<file path="src/lcgtpg_pkg.sv">
// ----------------------------------------------------------------------------
// lcgtpg_pkg
// Shared types, constants and helper functions for the LCG test-pattern
// generator and checker.
// ----------------------------------------------------------------------------
package lcgtpg_pkg;

	// LCG step constants and output byte position
	localparam logic [31:0] LCG_MUL    = 32'd1103515245;
	localparam logic [31:0] LCG_ADD    = 32'd12345;
	localparam int          OUT_SHIFT  = 16;
	localparam logic [31:0] SEED_RESET = 32'd1;

	// Buffer length limit and width of the reported position
	localparam int DEF_MAX_BUFFER_LEN = 65536;
	localparam int POS_OUT_W          = 17;

	typedef enum logic [1:0] {
		CMD_RESEED = 2'd0,
		CMD_GEN    = 2'd1,
		CMD_CHECK  = 2'd2,
		CMD_NOP    = 2'd3
	} cmd_t;

	typedef struct packed {
		cmd_t       command;
		logic [7:0] rx_byte;
		logic       last;
	} item_t;

	typedef struct packed {
		logic [7:0]           data_byte;
		logic                 mismatch;
		logic                 buffer_done;
		logic [POS_OUT_W-1:0] first_error_index;
	} result_t;

	// Advance one generator state
	function automatic logic [31:0] lcg_next(input logic [31:0] s);
		return s * LCG_MUL + LCG_ADD;
	endfunction

	// Pick the pattern byte out of a state
	function automatic logic [7:0] lcg_byte(input logic [31:0] s);
		return s[OUT_SHIFT +: 8];
	endfunction

endpackage

</file>
<file path="src/lcg_test_pattern_gen_check.sv">
// ----------------------------------------------------------------------------
// lcg_test_pattern_gen_check
// Top level: input register, transmit generator, receive checker and
// result register.
// ----------------------------------------------------------------------------
// The block takes one beat per clock while the result side is not stalled,
// and returns exactly one result beat for each, in order, through the input
// register and then the result register. Each generator state is fed back
// through a 32-bit multiply-add on each step of that generator. A reseed
// beat loads both generators from the seed register; writing seed alone
// changes nothing until the next reseed. The seed port is always ready, and
// should be written only while no beats are in flight.
module lcg_test_pattern_gen_check
	import lcgtpg_pkg::*;
#(
	parameter int MAX_BUFFER_LEN = DEF_MAX_BUFFER_LEN
) (
	input  logic        clk,
	input  logic        arst_n,
	input  logic        item_valid,
	output logic        item_stall,
	input  item_t       item,
	output logic        result_valid,
	input  logic        result_stall,
	output result_t     result,
	input  logic        seed_valid,
	output logic        seed_ready,
	input  logic [31:0] seed
);

	logic        valid_s1;
	item_t       item_s1;
	logic        valid_s2;
	result_t     result_s2;
	logic [31:0] seed_q;
	logic        adv;
	logic        fire;
	logic        tx_load;
	logic        tx_step;
	logic [7:0]  tx_byte;
	logic        rx_clear;
	logic        rx_check;
	result_t     chk_res;
	result_t     res_nxt;

	// Seed register, always ready
	assign seed_ready = 1'b1;

	always_ff @(posedge clk or negedge arst_n) begin
		if (!arst_n) begin
			seed_q <= SEED_RESET;
		end else if (seed_valid) begin
			seed_q <= seed;
		end
	end

	// Advance the pipe whenever the result register can take a beat
	assign adv        = !valid_s2 || !result_stall;
	assign item_stall = valid_s1 && !adv;
	assign fire       = valid_s1 && adv;

	// Input register
	always_ff @(posedge clk or negedge arst_n) begin
		if (!arst_n) begin
			valid_s1 <= 1'b0;
		end else if (!item_stall) begin
			valid_s1 <= item_valid;
		end
	end

	always_ff @(posedge clk) begin
		if (item_valid && !item_stall) begin
			item_s1 <= item;
		end
	end

	// Decode the command into generator and checker strobes
	assign tx_load  = fire && (item_s1.command == CMD_RESEED);
	assign tx_step  = fire && (item_s1.command == CMD_GEN);
	assign rx_clear = tx_load;
	assign rx_check = fire && (item_s1.command == CMD_CHECK);

	lcgtpg_gen u_tx_gen (
		.clk     (clk),
		.arst_n  (arst_n),
		.load    (tx_load),
		.step    (tx_step),
		.seed    (seed_q),
		.pattern (tx_byte)
	);

	lcgtpg_chk #(
		.MAX_BUFFER_LEN (MAX_BUFFER_LEN)
	) u_chk (
		.clk     (clk),
		.arst_n  (arst_n),
		.clear   (rx_clear),
		.check   (rx_check),
		.rx_byte (item_s1.rx_byte),
		.last    (item_s1.last),
		.seed    (seed_q),
		.res     (chk_res)
	);

	// Select the result fields by command
	always_comb begin
		res_nxt = '0;
		unique case (item_s1.command)
			CMD_GEN: begin
				res_nxt.data_byte = tx_byte;
			end
			CMD_CHECK: begin
				res_nxt = chk_res;
			end
			CMD_RESEED, CMD_NOP: begin
				res_nxt = '0;
			end
			default: begin
				res_nxt = '0;
			end
		endcase
	end

	// Result register
	always_ff @(posedge clk or negedge arst_n) begin
		if (!arst_n) begin
			valid_s2 <= 1'b0;
		end else if (adv) begin
			valid_s2 <= valid_s1;
		end
	end

	always_ff @(posedge clk) begin
		if (fire) begin
			result_s2 <= res_nxt;
		end
	end

	assign result_valid = valid_s2;
	assign result       = result_s2;

endmodule

</file>
<file path="src/lcgtpg_gen.sv">
// ----------------------------------------------------------------------------
// lcgtpg_gen
// One 32-bit linear congruential generator: load from seed or step, and
// show the pattern byte of the next state.
// ----------------------------------------------------------------------------
module lcgtpg_gen
	import lcgtpg_pkg::*;
(
	input  logic        clk,
	input  logic        arst_n,
	input  logic        load,
	input  logic        step,
	input  logic [31:0] seed,
	output logic [7:0]  pattern
);

	logic [31:0] state_q;
	logic [31:0] state_nxt;

	// Compute the next state and its byte
	assign state_nxt = lcg_next(state_q);
	assign pattern   = lcg_byte(state_nxt);

	// Load on reseed, advance on step
	always_ff @(posedge clk or negedge arst_n) begin
		if (!arst_n) begin
			state_q <= SEED_RESET;
		end else if (load) begin
			state_q <= seed;
		end else if (step) begin
			state_q <= state_nxt;
		end
	end

endmodule

</file>
<file path="src/lcgtpg_chk.sv">
// ----------------------------------------------------------------------------
// lcgtpg_chk
// Receive-side checker: steps its own generator per compared byte, tracks
// the position in the buffer and the first mismatch, and reports at the
// byte marked last.
// ----------------------------------------------------------------------------
module lcgtpg_chk
	import lcgtpg_pkg::*;
#(
	parameter int MAX_BUFFER_LEN = DEF_MAX_BUFFER_LEN
) (
	input  logic        clk,
	input  logic        arst_n,
	input  logic        clear,
	input  logic        check,
	input  logic [7:0]  rx_byte,
	input  logic        last,
	input  logic [31:0] seed,
	output result_t     res
);

	localparam int PW = $clog2(MAX_BUFFER_LEN + 1);
	localparam logic [PW-1:0] POS_MAX = PW'(MAX_BUFFER_LEN);

	logic [PW-1:0] pos_q;
	logic [PW-1:0] err_q;
	logic          failed_q;
	logic          step;
	logic [7:0]    expect_byte;
	logic [PW-1:0] pos_inc;
	logic [PW-1:0] err_new;
	logic          mis;
	logic          done;

	lcgtpg_gen u_rx_gen (
		.clk     (clk),
		.arst_n  (arst_n),
		.load    (clear),
		.step    (step),
		.seed    (seed),
		.pattern (expect_byte)
	);

	// Compare only until the first failure in this buffer
	assign step    = check && !failed_q;
	assign pos_inc = (pos_q < POS_MAX) ? pos_q + PW'(1) : pos_q;
	assign mis     = step && (rx_byte != expect_byte);
	assign err_new = mis ? pos_inc : err_q;
	assign done    = check && last;

	// Form the checker's result fields
	always_comb begin
		res.data_byte         = step ? expect_byte : 8'd0;
		res.mismatch          = mis;
		res.buffer_done       = done;
		res.first_error_index = done ? POS_OUT_W'(err_new) : '0;
	end

	// Track position and first error; drop everything at buffer end or reseed
	always_ff @(posedge clk or negedge arst_n) begin
		if (!arst_n) begin
			pos_q    <= '0;
			err_q    <= '0;
			failed_q <= 1'b0;
		end else if (clear || done) begin
			pos_q    <= '0;
			err_q    <= '0;
			failed_q <= 1'b0;
		end else if (step) begin
			pos_q <= pos_inc;
			if (mis) begin
				err_q    <= pos_inc;
				failed_q <= 1'b1;
			end
		end
	end

endmodule

</file>
<file path="config.mk">
export PLATFORM = sky130hd
export DESIGN_NAME = lcg_test_pattern_gen_check
export DESIGN_NICKNAME = d
export VERILOG_FILES = /design/src/lcgtpg_pkg.sv /design/src/lcg_test_pattern_gen_check.sv /design/src/lcgtpg_gen.sv /design/src/lcgtpg_chk.sv
export SDC_FILE = /design/constraint.sdc
export NUM_CORES = 1
export LEC_CHECK = 0
export BUFFER_PORTS_ARGS = -buffer_cell sky130_fd_sc_hd__buf_2
export CAP_MARGIN = 40
export CORE_ASPECT_RATIO = 1.5
export CORE_MARGIN = 4
export CORE_UTILIZATION = 60
export DETAILED_ROUTE_END_ITERATION = 6
export GPL_TIMING_DRIVEN = 0
export PLACE_DENSITY = 0.87
export SETUP_SLACK_MARGIN = 0.3
export SLEW_MARGIN = 20
export SYNTH_ARGS = -nofsm -noshare
export SYNTH_HDL_FRONTEND = slang
export SYNTH_HIERARCHICAL = 1
export SYNTH_SLANG_ARGS = --single-unit
</file>
<file path="constraint.sdc">
create_clock -name clk -period 12.7 [get_ports clk]
set_input_delay 1.905 -clock clk [delete_from_list [all_inputs] [get_ports clk]]
set_output_delay 1.905 -clock clk [all_outputs]
set_load 0.03 [all_outputs]
</file>
==> run_results.csv, run 1 <==
group,metric,value,unit
timing,finalSetupViolCount,0,
clocking,cts_tree,"yes",
run,cap_violations,0,
clocking,numCtsBuffers,17,
global_route,grt_pass1_wl,76100,um
global_route,use_met2,52.5,%
timing,fin_crit_sh,67.0,%
critical_path,endpoint_kind,"register",
global_route,antenna_found_initial,0,
floorplan,num_io_pins,78,
timing,hold_viol_final,0,
route,wl_per_cell,20.3,um
critical_path,cpMostUsedCell,"inv_1",
clocking,cts.sink_count,147,
min_path,holdPathStages,1,
critical_path,max_stage_delay,0.75,ns
route,drt-total-wl,47500,um
floorplan,start_util,61.2,%
global_route,grt_max_degree,77,
route,postRouteAntennaNets,0,
floorplan,die_x,150,um
final_layout,syn_to_final_growth,8.31,%
timing,skew,0.0151,ns
timing,fmax,118,MHz
critical_path,cp_slowest_cell,"dfstp_2",
yosys,avgSynthCellArea,9.86,um^2
timing,fin_crit,8.51,ns
global_route,grtUsageTotal,29.6,%
route,drt-pass1-iter-count,6,
yosys,synthesis.nets,2370,
floorplan,die_h,221,um
timing,rsz0062_at_grt,"no",
critical_path,path_class,"reg2reg",
floorplan,dieArea,33200,um^2
route,vias_per_cell,5.84,
final_layout,multi_input_area,12200,um^2
clocking,clk_pin_slew,0.07,ns
critical_path,ff2ff_path_depth,28,
timing,setup_slack,4.19,ns
timing,tightest_slew,0.795,ns
timing,tns,0,ns
global_route,grt_pass1_vias,15000,
floorplan,core-area,29700,um^2
global_route,top_usage_layer,"met2",
placed_design,place_ws,4.33,ns
clocking,htreeDepth,4,
clocking,clkLatencyLatePin,0.45,ns
clocking,cts_root_buf,"clkbuf_16",
yosys,syn_inst,1843,
clocking,cts_resized,0,
critical_path,critPathMaxFanout,10,
clocking,cts_setup_buffers,0,
placed_design,dpl.hpwl,39500,um
floorplan,rows,77,
final_layout,num-nets-final,2459,
critical_path,crit_arrival,8.72,ns
timing,drv_slew,0,
global_route,grt_use_met1,30.2,%
route,drc_errors,0,
final_layout,drive_gt1_share,8.89,%
yosys,syn_area,18200,um^2
placed_design,place.gp.congestion,1.01,
clocking,clock_path_buffers,2,
min_path,holdCritPathClass,"reg2reg",
route,drtIter0Drc,1005,
timing,slew_headroom,47.0,%
route,num_vias,13700,
clocking,holdBufCountCts,0,
placed_design,numPortBuffers,67,
final_layout,ff_latch_area,3870,um^2
global_route,grtUsageMet3,3.95,%
final_layout,num_antenna_cells,0,
yosys,synth_warnings,6,
global_route,grt_overflow,0,
critical_path,cp-start-kind,"register",
run_status,status,"completed",
final_layout,fill_cells,2191,
critical_path,crit_required,12.91,ns
-- through the flow --
step	cell area, um^2	utilization, %	hold WS, ns	cells
floorplan	18200	-	0.441	1843
global route	19700	66.3	0.513	2340
CTS	19700	66.3	0.484	2339
global placement	19000	64.0	0.449	2305
detailed placement	19100	64.2	0.468	2307
finish	19700	66.3	0.487	2340
-- path summary, 6_finish.rpt --
check                                          start         endpoint  slack, ns
setup reg to reg           u_chk/u_rx_gen/state_q[0]        result[0]       4.19
setup / recovery           u_chk/u_rx_gen/state_q[0]        result[0]       4.19
max in group asynchronous                     arst_n        seed_q[0]      10.62
min in group asynchronous                     arst_n  u_chk/pos_q[10]       1.34
hold / removal                              valid_s1     result_valid       0.49
hold reg to reg                             valid_s1     result_valid       0.49
-- area by class of cell --
| type | count | share of cell area, % |
|---|---|---|
| Clock inverter | 15 | 0.922 |
| Sequential cell | 147 | 19.7 |
| Clock buffer | 17 | 2.16 |
| Buffer | 54 | 1.48 |
| Tap cell | 395 | 2.51 |
| Timing Repair Buffer | 70 | 2.05 |
| Inverter | 488 | 9.31 |
| Multi-Input combinational cell | 1154 | 61.9 |
-- critical path, delay by kind of cell (launching register included) --
family	cells	cell delay, ns
AO/OA/AOI/OAI	5	1.55
flip-flops	1	0.75
AND/OR/NAND/NOR	2	0.37
buffers and inverters	9	1.31
multiplexers	1	0.22
XOR/XNOR	2	0.51
adder cells (fa/ha/maj)	9	3.53
-- flip-flops by register name (all words and copies together) (netlist names) --
register,flops
item_s1,11
result,27
result_valid,1
seed_q,24
u_chk/err_q,17
u_chk/failed_q,1
u_chk/pos_q,17
u_chk/u_rx_gen/state_q,24
u_tx_gen/state_q,24
valid_s1,1
-- routing by layer --
layer | up-vias | routed length (um)
met5 | - | 0
met4 | 0 | 4800
met3 | 276 | 2460
met2 | 688 | 24900
met1 | 6645 | 15400
li1 | 6057 | -
-- layout by cell type, fill, tap and decap left out, types with 16 or more instances in the layout --
master / count
inv_1: 487
ha_1: 273
fa_1: 206
dfrtp_1: 106
nand2_1: 91
xnor2_1: 90
buf_2: 73
o21ai_0: 66
a21oi_1: 48
mux2i_1: 40
nor2_1: 39
edfxtp_1: 38
and2_1: 33
clkbuf_1: 32
mux2_4: 22
xor2_1: 21
clkbuf_16: 17
nor3_1: 17
a21o_1: 16
Power of run 1 is left out: the tool's default activity adds up to more than one toggle a clock period on the data nets, which glitch-free logic cannot reach.
==> run 2: changes to the inputs <==
Settings changed: CORE_UTILIZATION 60 to 58, PLACE_DENSITY 0.87 to 0.88.
Clock period 12.7 ns to 7.8 ns, I/O delays scaled along.
==> run 2 against run 1 <==
Flip-flop and latch count is the same. Clock skew shrank 0.0053 ns. Critical path type unchanged. Utilization shrank 0.60 points. Sequential share of layout area shrank 0.55 points. Critical endpoint is now result[16]. Register-to-register slack lost 3.9 ns. Largest cell class unchanged.
==> run_results.csv, run 2 (synthesized netlist as in run 1, its figures left out) <==
group,metric,value,unit
floorplan,num_io_pins,78,
final_layout,layout_commonest_cell,"inv_1",
timing,rsz0062_at_grt,"no",
timing,fmax,133,MHz
floorplan,rows,79,
clocking,holdBufCountCts,0,
clocking,clock_path_buffers,2,
final_layout,mostFrequentLayoutCells,"inv_1, ha_1, fa_1, dfrtp_1, nand2_1",
global_route,grt_pass1_vias,15100,
timing,slew_headroom,44.2,%
placed_design,place_area,19100,um^2
timing,fin_crit_sh,96.1,%
global_route,grtUsageTotal,28.7,%
global_route,grt_pass1_wl,77100,um
min_path,holdCritPathClass,"reg2reg",
route,wl_per_cell,20.6,um
final_layout,fill_cells,2172,
floorplan,die_x,152,um
critical_path,endpoint_kind,"register",
global_route,antenna_found_initial,0,
route,drtIter0Drc,916,
timing,fin_crit,7.50,ns
floorplan,core-area,30900,um^2
clocking,numCtsBuffers,17,
timing,finalSetupViolCount,0,
route,vias_per_cell,5.74,
route,drt-pass1-iter-count,5,
final_layout,num_antenna_cells,0,
clocking,htreeDepth,4,
floorplan,dieArea,34300,um^2
placed_design,numPortBuffers,67,
timing,skew,0.00977,ns
final_layout,ff_latch_area,3890,um^2
clocking,clk_pin_slew,0.07,ns
critical_path,cp-start-kind,"register",
final_layout,num-nets-final,2486,
final_layout,fin_area,20300,um^2
placed_design,place.gp.congestion,0.981,
route,num_vias,13600,
clocking,cts_root_buf,"clkbuf_16",
floorplan,start_util,58.7,%
final_layout,largest_reg_flops,27,
clocking,cts_tree,"yes",
global_route,grt_max_degree,76,
final_layout,multi_input_area,12600,um^2
run,cap_violations,0,
final_layout,syn_to_final_growth,11.9,%
critical_path,crit_required,8.11,ns
route,drt-total-wl,49000,um
floorplan,die_h,225,um
clocking,cts.sink_count,147,
timing,tightest_slew,0.832,ns
clocking,clkLatencyLatePin,0.43,ns
placed_design,dpl.hpwl,39200,um
run_status,status,"completed",
timing,setup_slack,0.301,ns
final_layout,drive_gt1_share,13.7,%
critical_path,critPathMaxFanout,5,
global_route,grt_overflow,0,
route,drc_errors,0,
timing,drv_slew,0,
placed_design,place_ws,-0.792,ns
critical_path,crit_arrival,7.80,ns
timing,hold_viol_final,0,
route,postRouteAntennaNets,0,
critical_path,path_class,"reg2reg",
run 2: path summary, 6_finish.rpt:
path,slack [ns],cells after the start,endpoint,startpoint
hold reg to reg,0.48,1,result_valid,valid_s1
setup reg to reg,0.30,23,result[16],u_chk/u_rx_gen/state_q[5]
hold / removal,0.48,1,result_valid,valid_s1
max in group asynchronous,6.43,2,seed_q[0],arst_n
setup / recovery,0.30,23,result[16],u_chk/u_rx_gen/state_q[5]
min in group asynchronous,0.63,1,u_chk/err_q[6],arst_n
run 2: through the flow:
step / setup TNS, ns / cells / hold slack, ns / utilization (%)
2_1_floorplan: 0 / 1843 / 0.441 / -
3_3_place_gp: -10.40 / 2315 / 0.453 / 61.4
3_5_place_dp: -16.20 / 2317 / 0.467 / 61.6
4_1_cts: 0 / 2363 / 0.482 / 64.4
5_1_grt: 0 / 2377 / 0.514 / 65.7
6_report: 0 / 2377 / 0.476 / 65.7
run 2: final cells by class:
class / count / area share (%)
Sequential cell: 147 / 19.1
Buffer: 54 / 1.50
Timing Repair Buffer: 97 / 2.94
Tap cell: 405 / 2.49
Clock inverter: 15 / 0.794
Inverter: 488 / 9.03
Clock buffer: 17 / 2.09
Multi-Input combinational cell: 1154 / 62.0
run 2: repair_timing:
item                                    in CTS  in global routing
buffers inserted                            13                 14
cloned                                       1                  0
pin swaps                                    6                 33
endpoints found under the setup margin      36                 36
hold endpoints to repair                     0                  0
resized for setup                           38                 56
run 2: per-layer routing:
layer  vias to the layer above  global-route usage (%)  part of all wire [%]
met5                         -                       0                     0
met4                         0                    23.2                    10
met3                       263                    3.66                   4.3
met2                       560                    52.1                    52
met1                      6713                    29.4                    34
li1                       6113                       -                     -
run 2: critical path, cell delays in order, from the launching register on:
cell and delay [ns]:
dfrtp_2 0.48, ha_2 0.42, fa_1 0.47, inv_1 0.11
fa_1 0.45, fa_1 0.54, inv_1 0.05, fa_1 0.45
ha_1 0.34, fa_1 0.52, fa_1 0.56, ha_2 0.32
a21o_1 0.21, a21o_1 0.22, a221o_1 0.36, nor2_4 0.18
a31oi_4 0.13, xor2_2 0.18, xnor2_1 0.24, nand4_1 0.24
o21ai_4 0.30, buf_8 0.19, mux2i_2 0.25, and2_1 0.17
Power of run 2 is left out for the same reason.
==> run 3: changes to the inputs <==
Settings changed: ABC_AREA from default to 1, CORE_UTILIZATION 58 to 59, GPL_TIMING_DRIVEN 0 to default, PLACE_DENSITY 0.88 to 0.89.
==> run 3 against run 2 <==
Routed wire length rose by 5.3%. First-iteration DRC count increased by 33%. Clock skew up 0.0052 ns. Count of clock-buffer cells in the layout grew 1. Global-route usage increased by 0.55 points. Setup slack better by 0.12 ns. Die area up 2.5%. Flip-flop and latch count stayed put. Final cell count increased by 18%. Design area increased by 2.0%. Hold slack improved by 0.030 ns. Critical endpoint is now result[5].
==> run_results.csv, run 3 <==
group,metric,value,unit
final_layout,layout_commonest_cell,"inv_1",
global_route,grt_pass1_wl,80500,um
timing,tightest_slew,0.791,ns
global_route,grt_overflow,0,
timing,fin_hold_ws,0.506,ns
clocking,clk_pin_slew,0.07,ns
floorplan,die_h,228,um
timing,rsz0062_at_grt,"no",
route,num_vias,15600,
floorplan,dieArea,35100,um^2
clocking,cts.sink_count,147,
placed_design,place.gp.congestion,1.03,
route,vias_per_cell,5.54,
route,drt-total-wl,51500,um
timing,drv_slew,0,
global_route,grt_max_degree,64,
timing,tns,0,ns
critical_path,cp-start-kind,"register",
timing,fin_crit,7.37,ns
global_route,antenna_found_initial,2,
critical_path,cp_slowest_cell,"fa_1",
route,postRouteAntennaNets,0,
clocking,numCtsBuffers,17,
floorplan,core-area,31700,um^2
final_layout,num-nets-final,2913,
placed_design,dpl.hpwl,41300,um
floorplan,rows,80,
placed_design,place_area,19700,um^2
critical_path,crit_required,8.10,ns
timing,skew,0.0149,ns
critical_path,endpoint_kind,"register",
clocking,clock_path_buffers,2,
yosys,synthesis.nets,2826,
route,wl_per_cell,18.3,um
final_layout,syn_to_final_growth,9.45,%
floorplan,start_util,59.7,%
yosys,syn_inst,2299,
clocking,cts_tree,"yes",
run,cap_violations,0,
yosys,syn_area,19000,um^2
clocking,holdBufCountCts,0,
critical_path,critPathMaxFanout,7,
placed_design,numPortBuffers,68,
global_route,grt_pass1_vias,16500,
final_layout,largest_reg_flops,27,
floorplan,die_x,154,um
critical_path,crit_arrival,7.68,ns
timing,slew_headroom,47.3,%
final_layout,mostFrequentLayoutCells,"inv_1, nand2_1, ha_1, fa_1, nor2_1",
floorplan,num_io_pins,78,
yosys,avgSynthCellArea,8.24,um^2
critical_path,max_stage_delay,0.56,ns
critical_path,cpMostUsedCell,"inv_1",
route,drt-pass1-iter-count,7,
clocking,cts_root_buf,"clkbuf_16",
clocking,clkLatencyLatePin,0.45,ns
timing,fmax,136,MHz
final_layout,drive_gt1_share,11.6,%
timing,finalSetupViolCount,0,
timing,hold_viol_final,0,
route,drc_errors,0,
critical_path,path_class,"reg2reg",
min_path,holdCritPathClass,"reg2reg",
route,drtIter0Drc,1218,
clocking,htreeDepth,4,
global_route,grtUsageTotal,29.2,%
run_status,status,"completed",
final_layout,fin_area,20700,um^2
yosys,synth_warnings,6,
timing,fin_crit_sh,94.5,%
run 3: layout make-up:
cell class              instances  area, um^2
diodes                          2        5.00
repair buffers                101         646
clock buffers                  18         450
inverters                     687        2590
fillers                      2357       11000
well taps                     410         513
multi-input cells            1432       12500
flip-flops and latches        147        3890
clock inverters                14         134
run 3: worst paths after layout:
| check | start | end | slack [ns] | cells past startpoint |
|---|---|---|---|---|
| setup / recovery | u_chk/u_rx_gen/state_q[9] | result[5] | 0.43 | 36 |
| hold / removal | seed_q[0] | seed_q[0] | 0.51 | 2 |
| setup reg to reg | u_chk/u_rx_gen/state_q[9] | result[5] | 0.43 | 36 |
| hold reg to reg | seed_q[0] | seed_q[0] | 0.51 | 2 |
| max in group asynchronous | arst_n | u_tx_gen/state_q[0] | 6.05 | 3 |
| min in group asynchronous | arst_n | u_chk/pos_q[11] | 0.72 | 1 |
run 3: critical path: cells and delay by family (launching register included):
family	cells	cell delay (ns)
adder cells (fa/ha/maj)	9	4.21
AND/OR/NAND/NOR	16	1.61
buffers and inverters	11	0.92
flip-flops	1	0.47
run 3: layer usage:
metal  vias to the layer above  track usage [%]  wire length [um]
met4                         0             19.8              3860
met1                      7553             30.9             17300
met3                       219             3.14              2750
li1                       7104                -                 -
met5                         -                0                 0
met2                       702             54.3             27700
run 3: metrics by stage:
stage	worst slack, ns	util (%)	std cells
2_1_floorplan	1.10	-	2299
3_3_place_gp	0.489	61.9	2754
3_5_place_dp	0.265	62.0	2756
4_1_cts	0.310	63.9	2789
5_1_grt	0.143	65.4	2811
6_report	0.425	65.4	2811
run 3: repair_timing:
action / CTS / global route
setup buffers: 0 / 19
resized for setup: 4 / 63
pin swaps: 1 / 14
setup endpoints to repair: 17 / 36
cloned: 1 / 0
Power of run 3 is left out for the same reason.
